**config.mk**
```make
export PLATFORM = sky130hd
export DESIGN_NAME = angular_range_rw_lock_table_unit
export DESIGN_NICKNAME = d
export VERILOG_FILES = /design/src/hw/rtl/arlt_pkg.sv /design/src/hw/rtl/arlt_store.sv /design/src/hw/rtl/arlt_ctrl.sv /design/src/hw/rtl/angular_range_rw_lock_table_unit.sv
export SDC_FILE = /design/constraint.sdc
export NUM_CORES = 2
export LEC_CHECK = 0
export BUFFER_PORTS_ARGS = -buffer_cell sky130_fd_sc_hd__clkbuf_2
export CORE_MARGIN = 10
export CORE_UTILIZATION = 48
export DETAILED_ROUTE_END_ITERATION = 12
export PLACE_DENSITY = 0.64
export REMOVE_ABC_BUFFERS = 1
export SYNTH_ARGS = -nofsm -noshare
export SYNTH_HDL_FRONTEND = slang
export SYNTH_SLANG_ARGS = --single-unit
export TNS_END_PERCENT = 1
```
**constraint.sdc**
```tcl
create_clock -name aclk -period 5.9 [get_ports aclk]
set_clock_uncertainty 0.05 [all_clocks]
set_input_delay 0.59 -clock aclk [delete_from_list [all_inputs] [get_ports aclk]]
set_output_delay 0.59 -clock aclk [all_outputs]
set_load 0.02 [all_outputs]
```
**src/hw/rtl/arlt_pkg.sv**
```systemverilog
// ----------------------------------------------------------------------------
// Angular range lock table package
// Shared types, command and status codes, and the range coverage test.
// ----------------------------------------------------------------------------
`default_nettype none

package arlt_pkg;

    localparam int ARLT_TABLE_DEPTH = 16;

    localparam logic [9:0] FULL_TURN = 10'd360;
    localparam logic [8:0] HALF_TURN = 9'd180;

    localparam logic [2:0] CMD_SET_ANGLE = 3'd0;
    localparam logic [2:0] CMD_LOCK_RD   = 3'd1;
    localparam logic [2:0] CMD_LOCK_WR   = 3'd2;
    localparam logic [2:0] CMD_UNLOCK_RD = 3'd3;
    localparam logic [2:0] CMD_UNLOCK_WR = 3'd4;
    localparam logic [2:0] CMD_DROP      = 3'd5;

    localparam logic [1:0] ST_OK        = 2'd0;
    localparam logic [1:0] ST_BAD_ARG   = 2'd1;
    localparam logic [1:0] ST_FULL      = 2'd2;
    localparam logic [1:0] ST_NOT_FOUND = 2'd3;

    localparam logic KIND_DONE  = 1'b0;
    localparam logic KIND_GRANT = 1'b1;

    typedef struct packed {
        logic        write;
        logic [8:0]  start;
        logic [8:0]  stop;
        logic [15:0] owner;
    } entry_t;

    typedef struct packed {
        logic        kind;
        logic [1:0]  status;
        logic [15:0] owner;
        logic        write;
        logic        last;
    } result_t;

    typedef struct packed {
        logic rd_en;
        logic wr_en;
        logic sc_rd_en;
        logic sc_wr_en;
    } mem_ctl_t;

    function automatic logic covers(input entry_t e, input logic [8:0] a);
        logic hit;
        hit = 1'b0;
        if (e.start < e.stop) begin
            hit = (e.start <= a) && (a <= e.stop);
        end else if (e.start > e.stop) begin
            hit = (a >= e.start) || (a <= e.stop);
        end
        return hit;
    endfunction

endpackage

`default_nettype wire

```
**src/hw/rtl/arlt_store.sv**
```systemverilog
// ----------------------------------------------------------------------------
// Angular range lock table storage
// The lock table memory and the scratch memory used to reorder waiters,
// both with one write port and a registered read port.
// ----------------------------------------------------------------------------
`default_nettype none

module arlt_store
    import arlt_pkg::*;
#(
    parameter int TABLE_DEPTH = ARLT_TABLE_DEPTH,
    localparam int AW = $clog2(TABLE_DEPTH)
) (
    input  wire logic          aclk,
    input  wire mem_ctl_t      ctl,
    input  wire logic [AW-1:0] rd_addr,
    input  wire logic [AW-1:0] wr_addr,
    input  wire entry_t        wr_data,
    output entry_t             rd_data,
    input  wire logic [AW-1:0] sc_rd_addr,
    input  wire logic [AW-1:0] sc_wr_addr,
    input  wire entry_t        sc_wr_data,
    output entry_t             sc_rd_data
);

    entry_t table_mem [TABLE_DEPTH];
    entry_t scratch_mem [TABLE_DEPTH];

    always_ff @(posedge aclk) begin
        if (ctl.wr_en) begin
            table_mem[wr_addr] <= wr_data;
        end
        if (ctl.rd_en) begin
            rd_data <= table_mem[rd_addr];
        end
    end

    always_ff @(posedge aclk) begin
        if (ctl.sc_wr_en) begin
            scratch_mem[sc_wr_addr] <= sc_wr_data;
        end
        if (ctl.sc_rd_en) begin
            sc_rd_data <= scratch_mem[sc_rd_addr];
        end
    end

endmodule

`default_nettype wire

```
**src/hw/rtl/arlt_ctrl.sv**
```systemverilog
// ----------------------------------------------------------------------------
// Angular range lock table sequencer
// Decodes a request, searches and compacts the table, rescans the waiters
// and drives the result register.
// ----------------------------------------------------------------------------
`default_nettype none

module arlt_ctrl
    import arlt_pkg::*;
#(
    parameter int TABLE_DEPTH = ARLT_TABLE_DEPTH,
    localparam int AW = $clog2(TABLE_DEPTH),
    localparam int CW = $clog2(TABLE_DEPTH + 1)
) (
    input  wire logic          aclk,
    input  wire logic          aresetn,
    input  wire logic          s_valid,
    output logic               s_ready,
    input  wire logic [2:0]    s_cmd,
    input  wire logic [8:0]    s_degree,
    input  wire logic [7:0]    s_half_width,
    input  wire logic [15:0]   s_owner,
    output logic               m_valid,
    input  wire logic          m_ready,
    output logic               m_kind,
    output logic [1:0]         m_status,
    output logic [15:0]        m_granted_owner,
    output logic               m_granted_write,
    output logic               m_last,
    output mem_ctl_t           ctl,
    output logic [AW-1:0]      rd_addr,
    output logic [AW-1:0]      wr_addr,
    output entry_t             wr_data,
    input  wire entry_t        rd_data,
    output logic [AW-1:0]      sc_rd_addr,
    output logic [AW-1:0]      sc_wr_addr,
    output entry_t             sc_wr_data,
    input  wire entry_t        sc_rd_data
);

    typedef enum logic [9:0] {
        S_IDLE     = 10'b0000000001,
        S_FIND_RD  = 10'b0000000010,
        S_FIND_CHK = 10'b0000000100,
        S_SHIFT_RD = 10'b0000001000,
        S_SHIFT_WR = 10'b0000010000,
        S_SCAN_RD  = 10'b0000100000,
        S_SCAN_CHK = 10'b0001000000,
        S_COPY_RD  = 10'b0010000000,
        S_COPY_WR  = 10'b0100000000,
        S_FLUSH    = 10'b1000000000
    } state_t;

    state_t        state_reg, state_next;
    logic [8:0]    angle_reg, angle_next;
    logic [CW-1:0] held_reg, held_next;
    logic [CW-1:0] wait_reg, wait_next;
    logic [CW-1:0] idx_reg, idx_next;
    logic [CW-1:0] gcnt_reg, gcnt_next;
    logic [CW-1:0] wcnt_reg, wcnt_next;
    logic [CW-1:0] rm_reg, rm_next;
    logic [2:0]    cmd_reg, cmd_next;
    logic [8:0]    st_reg, st_next;
    logic [8:0]    ed_reg, ed_next;
    logic [15:0]   own_reg, own_next;
    logic          cov_reg, cov_next;
    logic          covw_reg, covw_next;
    result_t       pend_reg, pend_next;
    result_t       out_reg, out_next;
    logic          m_valid_reg, m_valid_next;

    logic [CW-1:0] total;
    logic [CW-1:0] find_lim;
    logic [CW:0]   grant_pos;
    logic [CW:0]   copy_pos;
    logic          out_free;
    logic          args_ok;
    logic [9:0]    deg_w;
    logic [9:0]    hw_w;
    logic [9:0]    sum_w;
    logic [8:0]    st_calc;
    logic [8:0]    ed_calc;
    logic          hit;
    logic          grant;
    logic          match;

    assign total     = held_reg + wait_reg;
    assign find_lim  = (cmd_reg == CMD_DROP) ? total : held_reg;
    assign grant_pos = {1'b0, held_reg} + {1'b0, gcnt_reg};
    assign copy_pos  = grant_pos + {1'b0, idx_reg};
    assign out_free  = !m_valid_reg || m_ready;

    assign deg_w   = {1'b0, s_degree};
    assign hw_w    = {2'b00, s_half_width};
    assign sum_w   = deg_w + hw_w;
    assign args_ok = (deg_w < FULL_TURN) && (s_half_width != 8'd0)
                     && ({1'b0, s_half_width} < HALF_TURN);
    assign st_calc = (deg_w >= hw_w) ? 9'(deg_w - hw_w) : 9'(deg_w + FULL_TURN - hw_w);
    assign ed_calc = (sum_w >= FULL_TURN) ? 9'(sum_w - FULL_TURN) : 9'(sum_w);

    assign hit   = covers(rd_data, angle_reg);
    assign grant = hit && !(rd_data.write ? cov_reg : covw_reg);
    assign match = (cmd_reg == CMD_DROP) ? (rd_data.owner == own_reg)
                 : (rd_data.start == st_reg) && (rd_data.stop == ed_reg)
                   && (rd_data.write == (cmd_reg == CMD_UNLOCK_WR));

    assign s_ready         = (state_reg == S_IDLE);
    assign m_valid         = m_valid_reg;
    assign m_kind          = out_reg.kind;
    assign m_status        = out_reg.status;
    assign m_granted_owner = out_reg.owner;
    assign m_granted_write = out_reg.write;
    assign m_last          = out_reg.last;

    always_comb begin
        state_next   = state_reg;
        angle_next   = angle_reg;
        held_next    = held_reg;
        wait_next    = wait_reg;
        idx_next     = idx_reg;
        gcnt_next    = gcnt_reg;
        wcnt_next    = wcnt_reg;
        rm_next      = rm_reg;
        cmd_next     = cmd_reg;
        st_next      = st_reg;
        ed_next      = ed_reg;
        own_next     = own_reg;
        cov_next     = cov_reg;
        covw_next    = covw_reg;
        pend_next    = pend_reg;
        out_next     = out_reg;
        m_valid_next = m_valid_reg && !m_ready;
        ctl          = '0;
        rd_addr      = idx_reg[AW-1:0];
        wr_addr      = total[AW-1:0];
        wr_data      = rd_data;
        sc_rd_addr   = idx_reg[AW-1:0];
        sc_wr_addr   = wcnt_reg[AW-1:0];
        sc_wr_data   = rd_data;

        unique case (state_reg)
            S_IDLE: begin
                if (s_valid) begin
                    cmd_next   = s_cmd;
                    st_next    = st_calc;
                    ed_next    = ed_calc;
                    own_next   = s_owner;
                    idx_next   = '0;
                    gcnt_next  = '0;
                    wcnt_next  = '0;
                    cov_next   = 1'b0;
                    covw_next  = 1'b0;
                    pend_next  = '{kind: KIND_DONE, status: ST_OK, owner: 16'd0,
                                   write: 1'b0, last: 1'b0};
                    state_next = S_SCAN_RD;
                    case (s_cmd) inside
                        CMD_SET_ANGLE: begin
                            if (deg_w < FULL_TURN) begin
                                angle_next = s_degree;
                            end else begin
                                pend_next.status = ST_BAD_ARG;
                            end
                        end
                        CMD_LOCK_RD, CMD_LOCK_WR: begin
                            if (!args_ok) begin
                                pend_next.status = ST_BAD_ARG;
                            end else if (total >= CW'(TABLE_DEPTH)) begin
                                pend_next.status = ST_FULL;
                            end else begin
                                ctl.wr_en = 1'b1;
                                wr_data   = '{write: (s_cmd == CMD_LOCK_WR),
                                              start: st_calc, stop: ed_calc,
                                              owner: s_owner};
                                wait_next = wait_reg + 1'b1;
                            end
                        end
                        CMD_UNLOCK_RD, CMD_UNLOCK_WR: begin
                            if (!args_ok) begin
                                pend_next.status = ST_BAD_ARG;
                            end else begin
                                pend_next.status = ST_NOT_FOUND;
                                state_next       = S_FIND_RD;
                            end
                        end
                        CMD_DROP: begin
                            pend_next.status = ST_NOT_FOUND;
                            state_next       = S_FIND_RD;
                        end
                        default: begin
                            pend_next.status = ST_BAD_ARG;
                        end
                    endcase
                end
            end
            S_FIND_RD: begin
                if (idx_reg >= find_lim) begin
                    idx_next   = '0;
                    state_next = S_SCAN_RD;
                end else begin
                    ctl.rd_en  = 1'b1;
                    state_next = S_FIND_CHK;
                end
            end
            S_FIND_CHK: begin
                idx_next = idx_reg + 1'b1;
                if (match) begin
                    pend_next.status = ST_OK;
                    rm_next          = idx_reg;
                    state_next       = S_SHIFT_RD;
                end else begin
                    state_next = S_FIND_RD;
                end
            end
            S_SHIFT_RD: begin
                if (idx_reg >= total) begin
                    if (rm_reg < held_reg) begin
                        held_next = held_reg - 1'b1;
                    end else begin
                        wait_next = wait_reg - 1'b1;
                    end
                    idx_next   = '0;
                    state_next = S_SCAN_RD;
                end else begin
                    ctl.rd_en  = 1'b1;
                    state_next = S_SHIFT_WR;
                end
            end
            S_SHIFT_WR: begin
                ctl.wr_en  = 1'b1;
                wr_addr    = AW'(idx_reg - 1'b1);
                idx_next   = idx_reg + 1'b1;
                state_next = S_SHIFT_RD;
            end
            S_SCAN_RD: begin
                if (idx_reg >= total) begin
                    idx_next   = '0;
                    state_next = S_COPY_RD;
                end else begin
                    ctl.rd_en  = 1'b1;
                    state_next = S_SCAN_CHK;
                end
            end
            S_SCAN_CHK: begin
                if (idx_reg < held_reg) begin
                    cov_next   = cov_reg || hit;
                    covw_next  = covw_reg || (hit && rd_data.write);
                    idx_next   = idx_reg + 1'b1;
                    state_next = S_SCAN_RD;
                end else if (grant) begin
                    if (out_free) begin
                        out_next     = pend_reg;
                        m_valid_next = 1'b1;
                        pend_next    = '{kind: KIND_GRANT, status: ST_OK,
                                         owner: rd_data.owner, write: rd_data.write,
                                         last: 1'b0};
                        ctl.wr_en    = 1'b1;
                        wr_addr      = grant_pos[AW-1:0];
                        gcnt_next    = gcnt_reg + 1'b1;
                        cov_next     = 1'b1;
                        covw_next    = covw_reg || rd_data.write;
                        idx_next     = idx_reg + 1'b1;
                        state_next   = S_SCAN_RD;
                    end
                end else begin
                    ctl.sc_wr_en = 1'b1;
                    wcnt_next    = wcnt_reg + 1'b1;
                    cov_next     = cov_reg || hit;
                    covw_next    = covw_reg || (hit && rd_data.write);
                    idx_next     = idx_reg + 1'b1;
                    state_next   = S_SCAN_RD;
                end
            end
            S_COPY_RD: begin
                if ((idx_reg >= wcnt_reg) || (gcnt_reg == '0)) begin
                    state_next = S_FLUSH;
                end else begin
                    ctl.sc_rd_en = 1'b1;
                    state_next   = S_COPY_WR;
                end
            end
            S_COPY_WR: begin
                ctl.wr_en  = 1'b1;
                wr_addr    = copy_pos[AW-1:0];
                wr_data    = sc_rd_data;
                idx_next   = idx_reg + 1'b1;
                state_next = S_COPY_RD;
            end
            S_FLUSH: begin
                if (out_free) begin
                    out_next      = pend_reg;
                    out_next.last = 1'b1;
                    m_valid_next  = 1'b1;
                    held_next     = held_reg + gcnt_reg;
                    wait_next     = wait_reg - gcnt_reg;
                    state_next    = S_IDLE;
                end
            end
            default: begin
                state_next = S_IDLE;
            end
        endcase
    end

    always_ff @(posedge aclk) begin
        if (!aresetn) begin
            state_reg   <= S_IDLE;
            angle_reg   <= '0;
            held_reg    <= '0;
            wait_reg    <= '0;
            m_valid_reg <= 1'b0;
        end else begin
            state_reg   <= state_next;
            angle_reg   <= angle_next;
            held_reg    <= held_next;
            wait_reg    <= wait_next;
            m_valid_reg <= m_valid_next;
        end
    end

    always_ff @(posedge aclk) begin
        idx_reg  <= idx_next;
        gcnt_reg <= gcnt_next;
        wcnt_reg <= wcnt_next;
        rm_reg   <= rm_next;
        cmd_reg  <= cmd_next;
        st_reg   <= st_next;
        ed_reg   <= ed_next;
        own_reg  <= own_next;
        cov_reg  <= cov_next;
        covw_reg <= covw_next;
        pend_reg <= pend_next;
        out_reg  <= out_next;
    end

endmodule

`default_nettype wire

```
**src/hw/rtl/angular_range_rw_lock_table_unit.sv**
```systemverilog
// ----------------------------------------------------------------------------
// Angular range reader-writer lock table
// Keeps a current angle and a table of read and write locks over circular
// degree ranges, granting waiting locks whose range covers the angle without conflict.
// ----------------------------------------------------------------------------
// Requests enter on the s_ channel (cmd, degree, half_width, owner) and
// results leave on the m_ channel, both with valid and ready. Each request
// gives one completion result followed by one grant notice for every waiter
// granted in the rescan; m_last marks the final result of a request.
// A request is taken only while the sequencer is idle. Each table step is
// a read state followed by a check or write state: an optional search and
// compaction pass, a rescan over the N stored entries, and, when a grant
// reorders the waiters, a copy from the scratch memory of the W waiters
// left. The completion leaves as soon as the rescan knows whether it is
// the last result.
// Reset empties the table and sets the angle to zero; no clearing pass is
// needed. When the receiver stalls, the rescan holds at the next grant and
// the request in flight waits until the result register drains.
// ----------------------------------------------------------------------------
`default_nettype none

module angular_range_rw_lock_table_unit
    import arlt_pkg::*;
#(
    parameter int TABLE_DEPTH = ARLT_TABLE_DEPTH
) (
    input  wire logic        aclk,
    input  wire logic        aresetn,
    input  wire logic        s_valid,
    output logic             s_ready,
    input  wire logic [2:0]  s_cmd,
    input  wire logic [8:0]  s_degree,
    input  wire logic [7:0]  s_half_width,
    input  wire logic [15:0] s_owner,
    output logic             m_valid,
    input  wire logic        m_ready,
    output logic             m_kind,
    output logic [1:0]       m_status,
    output logic [15:0]      m_granted_owner,
    output logic             m_granted_write,
    output logic             m_last
);

    localparam int AW = $clog2(TABLE_DEPTH);

    mem_ctl_t      ctl;
    logic [AW-1:0] rd_addr;
    logic [AW-1:0] wr_addr;
    entry_t        wr_data;
    entry_t        rd_data;
    logic [AW-1:0] sc_rd_addr;
    logic [AW-1:0] sc_wr_addr;
    entry_t        sc_wr_data;
    entry_t        sc_rd_data;

    arlt_ctrl #(
        .TABLE_DEPTH (TABLE_DEPTH)
    ) u_ctrl (
        .aclk            (aclk),
        .aresetn         (aresetn),
        .s_valid         (s_valid),
        .s_ready         (s_ready),
        .s_cmd           (s_cmd),
        .s_degree        (s_degree),
        .s_half_width    (s_half_width),
        .s_owner         (s_owner),
        .m_valid         (m_valid),
        .m_ready         (m_ready),
        .m_kind          (m_kind),
        .m_status        (m_status),
        .m_granted_owner (m_granted_owner),
        .m_granted_write (m_granted_write),
        .m_last          (m_last),
        .ctl             (ctl),
        .rd_addr         (rd_addr),
        .wr_addr         (wr_addr),
        .wr_data         (wr_data),
        .rd_data         (rd_data),
        .sc_rd_addr      (sc_rd_addr),
        .sc_wr_addr      (sc_wr_addr),
        .sc_wr_data      (sc_wr_data),
        .sc_rd_data      (sc_rd_data)
    );

    arlt_store #(
        .TABLE_DEPTH (TABLE_DEPTH)
    ) u_store (
        .aclk       (aclk),
        .ctl        (ctl),
        .rd_addr    (rd_addr),
        .wr_addr    (wr_addr),
        .wr_data    (wr_data),
        .rd_data    (rd_data),
        .sc_rd_addr (sc_rd_addr),
        .sc_wr_addr (sc_wr_addr),
        .sc_wr_data (sc_wr_data),
        .sc_rd_data (sc_rd_data)
    );

endmodule

`default_nettype wire
```
== After elaboration in Yosys (flattened, before gate mapping) ==
Memories as Yosys holds them, arrays and structs flattened. A register that Yosys moved wholly into a read port is not among the register bits.
Index checks and enable logic that the tools add are counted.
Cells by class
  divide/modulo/power cells: 0
  multiplexer cells: 115
  add/subtract/negate cells: 17
  shift-type cells: 0
  bitwise operators: 0
  magnitude comparators: 15
  eq/ne operators: 38
  multiply operators: 0
  reductions and logical operators: 43
Operators with widths (count)
  35-bit 2-to-1 mux: 5
  21-bit 2-to-1 mux: 8
  5-bit 2-to-1 mux: 23
  10-bit case mux with 10 select lines: 1
  10-bit 2-to-1 mux: 9
  35-bit case mux with 2 select lines: 1
  21-bit case mux with 2 select lines: 1
  18-bit case mux with 2 select lines: 1
  1-bit 2-to-1 mux: 34
  5-bit case mux with 2 select lines: 3
  5-bit case mux with 5 select lines: 1
  6-bit 2-to-1 mux: 4
  5-bit by 1-bit adder with 5-bit output (second input constant): 4
  2-bit by 1-bit inequality test with 1-bit output (second input constant): 10
  9-bit equality test: 2
  9-bit less-or-equal comparator: 2
  9-bit 2-to-1 mux: 2
  9-bit by 8-bit subtractor with 9-bit output: 2
  16-bit equality test: 1
  2-bit 2-to-1 mux: 8
  4-bit 2-to-1 mux: 4
  5-bit greater-or-equal comparator: 3
  5-bit case mux with 3 select lines: 1
  5-bit AND reduction: 3
  54 further kinds: 95
Storage, ports and cells
  bits in writable memories: 1120
  memories: 2
  word-level logic and storage cells: 255
  latch bits: 0
  register bits after elaboration: 131
  ROM bits: 0
  output and inout bits: 23
Memory list
  u_store.scratch_mem: words 16, bits a word 35, rd ports 1, clocked after Yosys merged registers in 1, wr ports 1, line arlt_store.sv:27  | entry_t scratch_mem [TABLE_DEPTH];
  u_store.table_mem: words 16, bits a word 35, rd ports 1, clocked after Yosys merged registers in 1, wr ports 1, line arlt_store.sv:26  | entry_t table_mem [TABLE_DEPTH];

== Longest topological paths before layout ==
  depth after elaboration: 10
  gate-level depth with buffers: 16

== Cells and area by module ==
From an unflattened synthesis, not the netlist that was laid out.
Second synthesis, totals
  cell total of the unflattened synthesis: 2851
  area total of the unflattened synthesis: 54661.2 µm²
By module, submodules not included
  arlt_store: area an instance 44803.0 µm², instances 1, cells an instance 1828, seq. area each 35734.3 µm²
  arlt_ctrl: area an instance 9858.2 µm², instances 1, cells an instance 1023, seq. area each 3573.4 µm²

== Worst setup path after synthesis ==
OpenSTA, ideal clock, no wires.
  path type: register -> register
  from: register u_ctrl.state_reg[3]
  to: memory u_store.table_mem[13][0] (netlist name), enable pin
  library setup time: 427 ps
  cell stages (with the launch flop): 17
  path slack: 308 ps
  path buffers: 2
  required time: 5423 ps
  arrival time: 5115 ps
  cells stage by stage: dfxtp_1 or4_1 or4_1 nor2_1 clkbuf_1 buf_1 nand2_1 ha_1 a21o_1 a21oi_1 xnor2_1 a211oi_1 a21oi_1 o21ai_0 nand3_1 nand2b_1 nor2_1
Between the ends
  cells in the longest elaborated chain, start to end: 5
  elaborated cells between the ends (all ways): 9
  classes of those cells: eq/ne (4); mux (4); reduce/logical (1)
Ends and longest elaborated chain
  start: declaration: line arlt_ctrl.sv:54  | state_t state_reg, state_next;
  start signal: assignment: line arlt_ctrl.sv:312  | state_reg <= state_next;
  10-bit by 5-bit equality test with 1-bit output or 10-bit by 9-bit equality test with 1-bit output (tied branches): line arlt_ctrl.sv:141  | unique case (state_reg)
  2-bit OR reduction (no line)
  1-bit case mux with 3 select lines: line arlt_ctrl.sv:141
  1-bit 2-to-1 mux: line arlt_store.sv:30  | if (ctl.wr_en) begin
  1-bit 2-to-1 mux (implied by the code): line arlt_store.sv:31  | table_mem[wr_addr] <= wr_data;
  end: declaration: line arlt_store.sv:26
Parallel ways exist; a longest one is shown, timed or not.

== Worst setup path in the final report ==
  from: register u_ctrl.state_reg[3]
  to: memory u_store.table_mem[9][32] (netlist name), enable pin
The elaborated chain is that of the path after synthesis.

==> flow_summary.toml <==
[synth]
synth_area_leaders = "edfxtp_1, mux4_2, ha_1, dfxtp_1, nor2_1"
ys_seq_elements = 1319
async_reset_ff_share_pct = 0
synth_xor_area_share_pct = 1.242
synth_compound_area_share_pct = 2.569
postSynthCellCount = 2674
synth_top_family_by_area = "multiplexers"
avgSynthCellArea_um2 = 20.04
synth_cell_types = 71
synth_top_area_cell = "edfxtp_1"
synth_top_area_share_pct = 72.25
synth-seq-area-share_pct = 73.37
yosys.area_share.simple_pct = 3.744
synthMuxAreaShare_pct = 14.90
ys.flop_type = "edfxtp_1"
synth_edf_count = 1289
synth_adder_area_share_pct = 2.835
netlist_area_mm2 = 0.05358
synth_warnings = 0

[die]
core_area_mm2 = 0.1108
die_w_um = 354.1
start_util_pct = 48.34
die_area_mm2 = 0.1254
die_h_um = 354.1
io_pins = 63
rows = 122

[worst_setup_path]
path_cells = "or4_1, or4_1, or3_1, ha_1, a21o_1, a21oi_1, xnor2_1, a211oi_1, a21oi_1, o21ai_0, nand3_1, nand2b_1, nor2_4, buf_12"
crit_type = "reg -> reg"
critPathMaxStageDelay_ps = 620
crit_path_end_kind = "flop"
worst_r2r_startpoint = "u_ctrl.state_reg[3]"
cp-startpoint = "u_ctrl.state_reg[3]"
critPathSlowestCell = "nor2_4"
crit_fanout = 20
arrival_ps = 5490
required_ps = 6300
start_kind = "flop"

[power]
p_leak_nw = 19.63
total_power_mw = 23.50
powerDensity_mw_per_mm2 = 386.3
max-vdd-ir-drop_v = 0.0002709

[global_route]
grt_pass1_wl_mm = 188.7
grt_pass1_vias = 27510
grt_max_degree = 89
antenna_found_initial = 1
grt-ovfl-total = 0
grtUsageTotal_pct = 20.35

[timing]
fin_crit_sh_pct = 86.38
fin_setup_tns_ps = 0
setup_viol = 0
rsz0062_at_grt = "no"
fmax_mhz = 196.2
maxSlewHeadroom_pct = 30.19
min_period_ps = 5096
drv_slew = 0
final-hold-violation-count = 0
tightest_slew_ps = 1047

[clock_tree]
clkSinkCount = 1319
htree_num_levels = 4
cts_buffers = 138
clkTransAtPathRegs_ps = 60
cts_resized = 0
tritoncts = "built"
cts_max_path_buffers = 3
clock_latency_ps = 770
cts_root_buf = "clkbuf_16"

[layout]
antenna_cells = 0
fin_nets = 3015
area_growth_pct = 13.54
final_area_mm2 = 0.06083
instances_no_fill = 4453
fillers = 8420
drive_above_1_share_pct = 25.03
biggestRegsByFlops = "u_store.scratch_mem x560, u_store.table_mem x560"

[run_status]
status = "finished clean"

[placement]
io_buffer_count = 62
place_area_mm2 = 0.05632
place_inst = 4197
place.gp.congestion = 0.8597
dp_hpwl_mm = 77.52

[route]
drt-total-wl_mm = 128.2
drc = 0
drt_iter0_drc = 3018
wl_per_cell_um = 28.78
via_per_inst = 6.012
vias = 26770
antenna_left = 0
first_pass_iters = 5

[flow_run]
maxCapViolCount = 0

[worst_hold_path]
min_path_type = "in -> reg"
hold_start = "aresetn"
[path summary, 6_finish.rpt]
kind	endpoint	slack [ps]	cells past startpoint
setup / recovery	u_store.table_mem[9][32]	800	14
hold / removal	u_ctrl.state_reg[0]	60	2
setup reg to reg	u_store.table_mem[9][32]	800	14
hold reg to reg	u_ctrl.m_granted_write	360	0
[cell usage in the layout, fill, tap and decap left out, drive strengths merged, types with 22 or more instances in the layout]
master,Yosys,layout
a21o,25,25
a21oi,66,66
a22oi,27,27
and2,24,24
buf,31,75
clkbuf,71,228
clkinv,3,62
dfxtp,30,30
edfxtp,1289,1289
ha,103,103
inv,84,92
mux4,350,350
nand2,106,106
nand3,22,22
nor2,121,121
nor3,22,22
o21ai,32,32
xnor2,47,47
xor2,29,29
[worst max-delay path: cells and delay by family, from the launching register on]
family | cells | cell delay, ps
AND/OR/NAND/NOR | 6 | 2850
AO/OA/AOI/OAI | 5 | 940
flip-flops | 1 | 350
buffers and inverters | 1 | 260
adder cells (fa/ha/maj) | 1 | 220
XOR/XNOR | 1 | 120
[cells in the mapped netlist, drive strengths merged (5+ instances only)]
library cell     n
mux4           350
or4              6
xnor2           47
nand2b          17
inv             84
fa              11
a21oi           66
nand2          106
nor2           121
o31ai            5
or3              7
nand4           13
nand3           22
nor3b            8
ha             103
nor3            22
dfxtp           30
or2             10
and3             7
nor2b           14
edfxtp        1289
buf             31
o21ai           32
nor4            11
mux2i            8
a211oi           8
and2            24
clkbuf          71
a21o            25
o21bai           6
a22o             6
o211ai           8
xor2            29
a22oi           27
[power breakdown]
part	switching (mW)	leakage [nW]	internal [mW]
Combinational	2.28	5.61	2.01
Sequential	0.167	11.9	10.7
Clock	3.63	2.14	4.75
Total	6.08	19.6	17.4
[through the flow]
| stage | setup slack, ps | util, % | hold WS (ps) |
|---|---|---|---|
| final | 803.7 | 54.89 | 59.46 |
| after global routing | 469.6 | 54.89 | 32.82 |
| after global placement | 837.5 | 50.82 | 352.8 |
| after CTS | 828.0 | 54.89 | 13.18 |
| after floorplan | -9477 | - | 350.3 |
| after detailed placement | 847.3 | 50.82 | 354.5 |
[what timing repair did]
item | 4_1_cts | 5_1_grt
setup buffers | 0 | 0
hold endpoints to repair | 12 | 0
hold buffers | 12 | 0
[final cells by class]
| class | instances | area [µm²] | share of cell area, % |
|---|---|---|---|
| multi-input cells | 1166 | 13820 | 22.71 |
| clock buffers | 166 | 3631 | 5.969 |
| clock inverters | 78 | 764.5 | 1.257 |
| repair buffers | 149 | 1119 | 1.839 |
| inverters | 87 | 331.6 | 0.5451 |
| flip-flops and latches | 1319 | 39310 | 64.62 |
| well taps | 1488 | 1862 | 3.061 |
[layer usage]
metal / routed length [µm] / GRT usage (%) / vias to the layer above
met5: 0 / 0 / -
met2: 63170 / 33.01 / 994
met4: 2048 / 4.936 / 0
met3: 8327 / 3.500 / 144
li1: - / - / 11300
met1: 54630 / 28.77 / 14340
[cells by family after synthesis]
group,Yosys count
and+or+nand+nor,404
muxes,360
xor gates and xnor gates,76
DFF,1319
adders and majority gates,115
AOI/OAI and AO/OA,211
buffers and inverters,189
No activity file was read; power rests on OpenSTA's default activity.
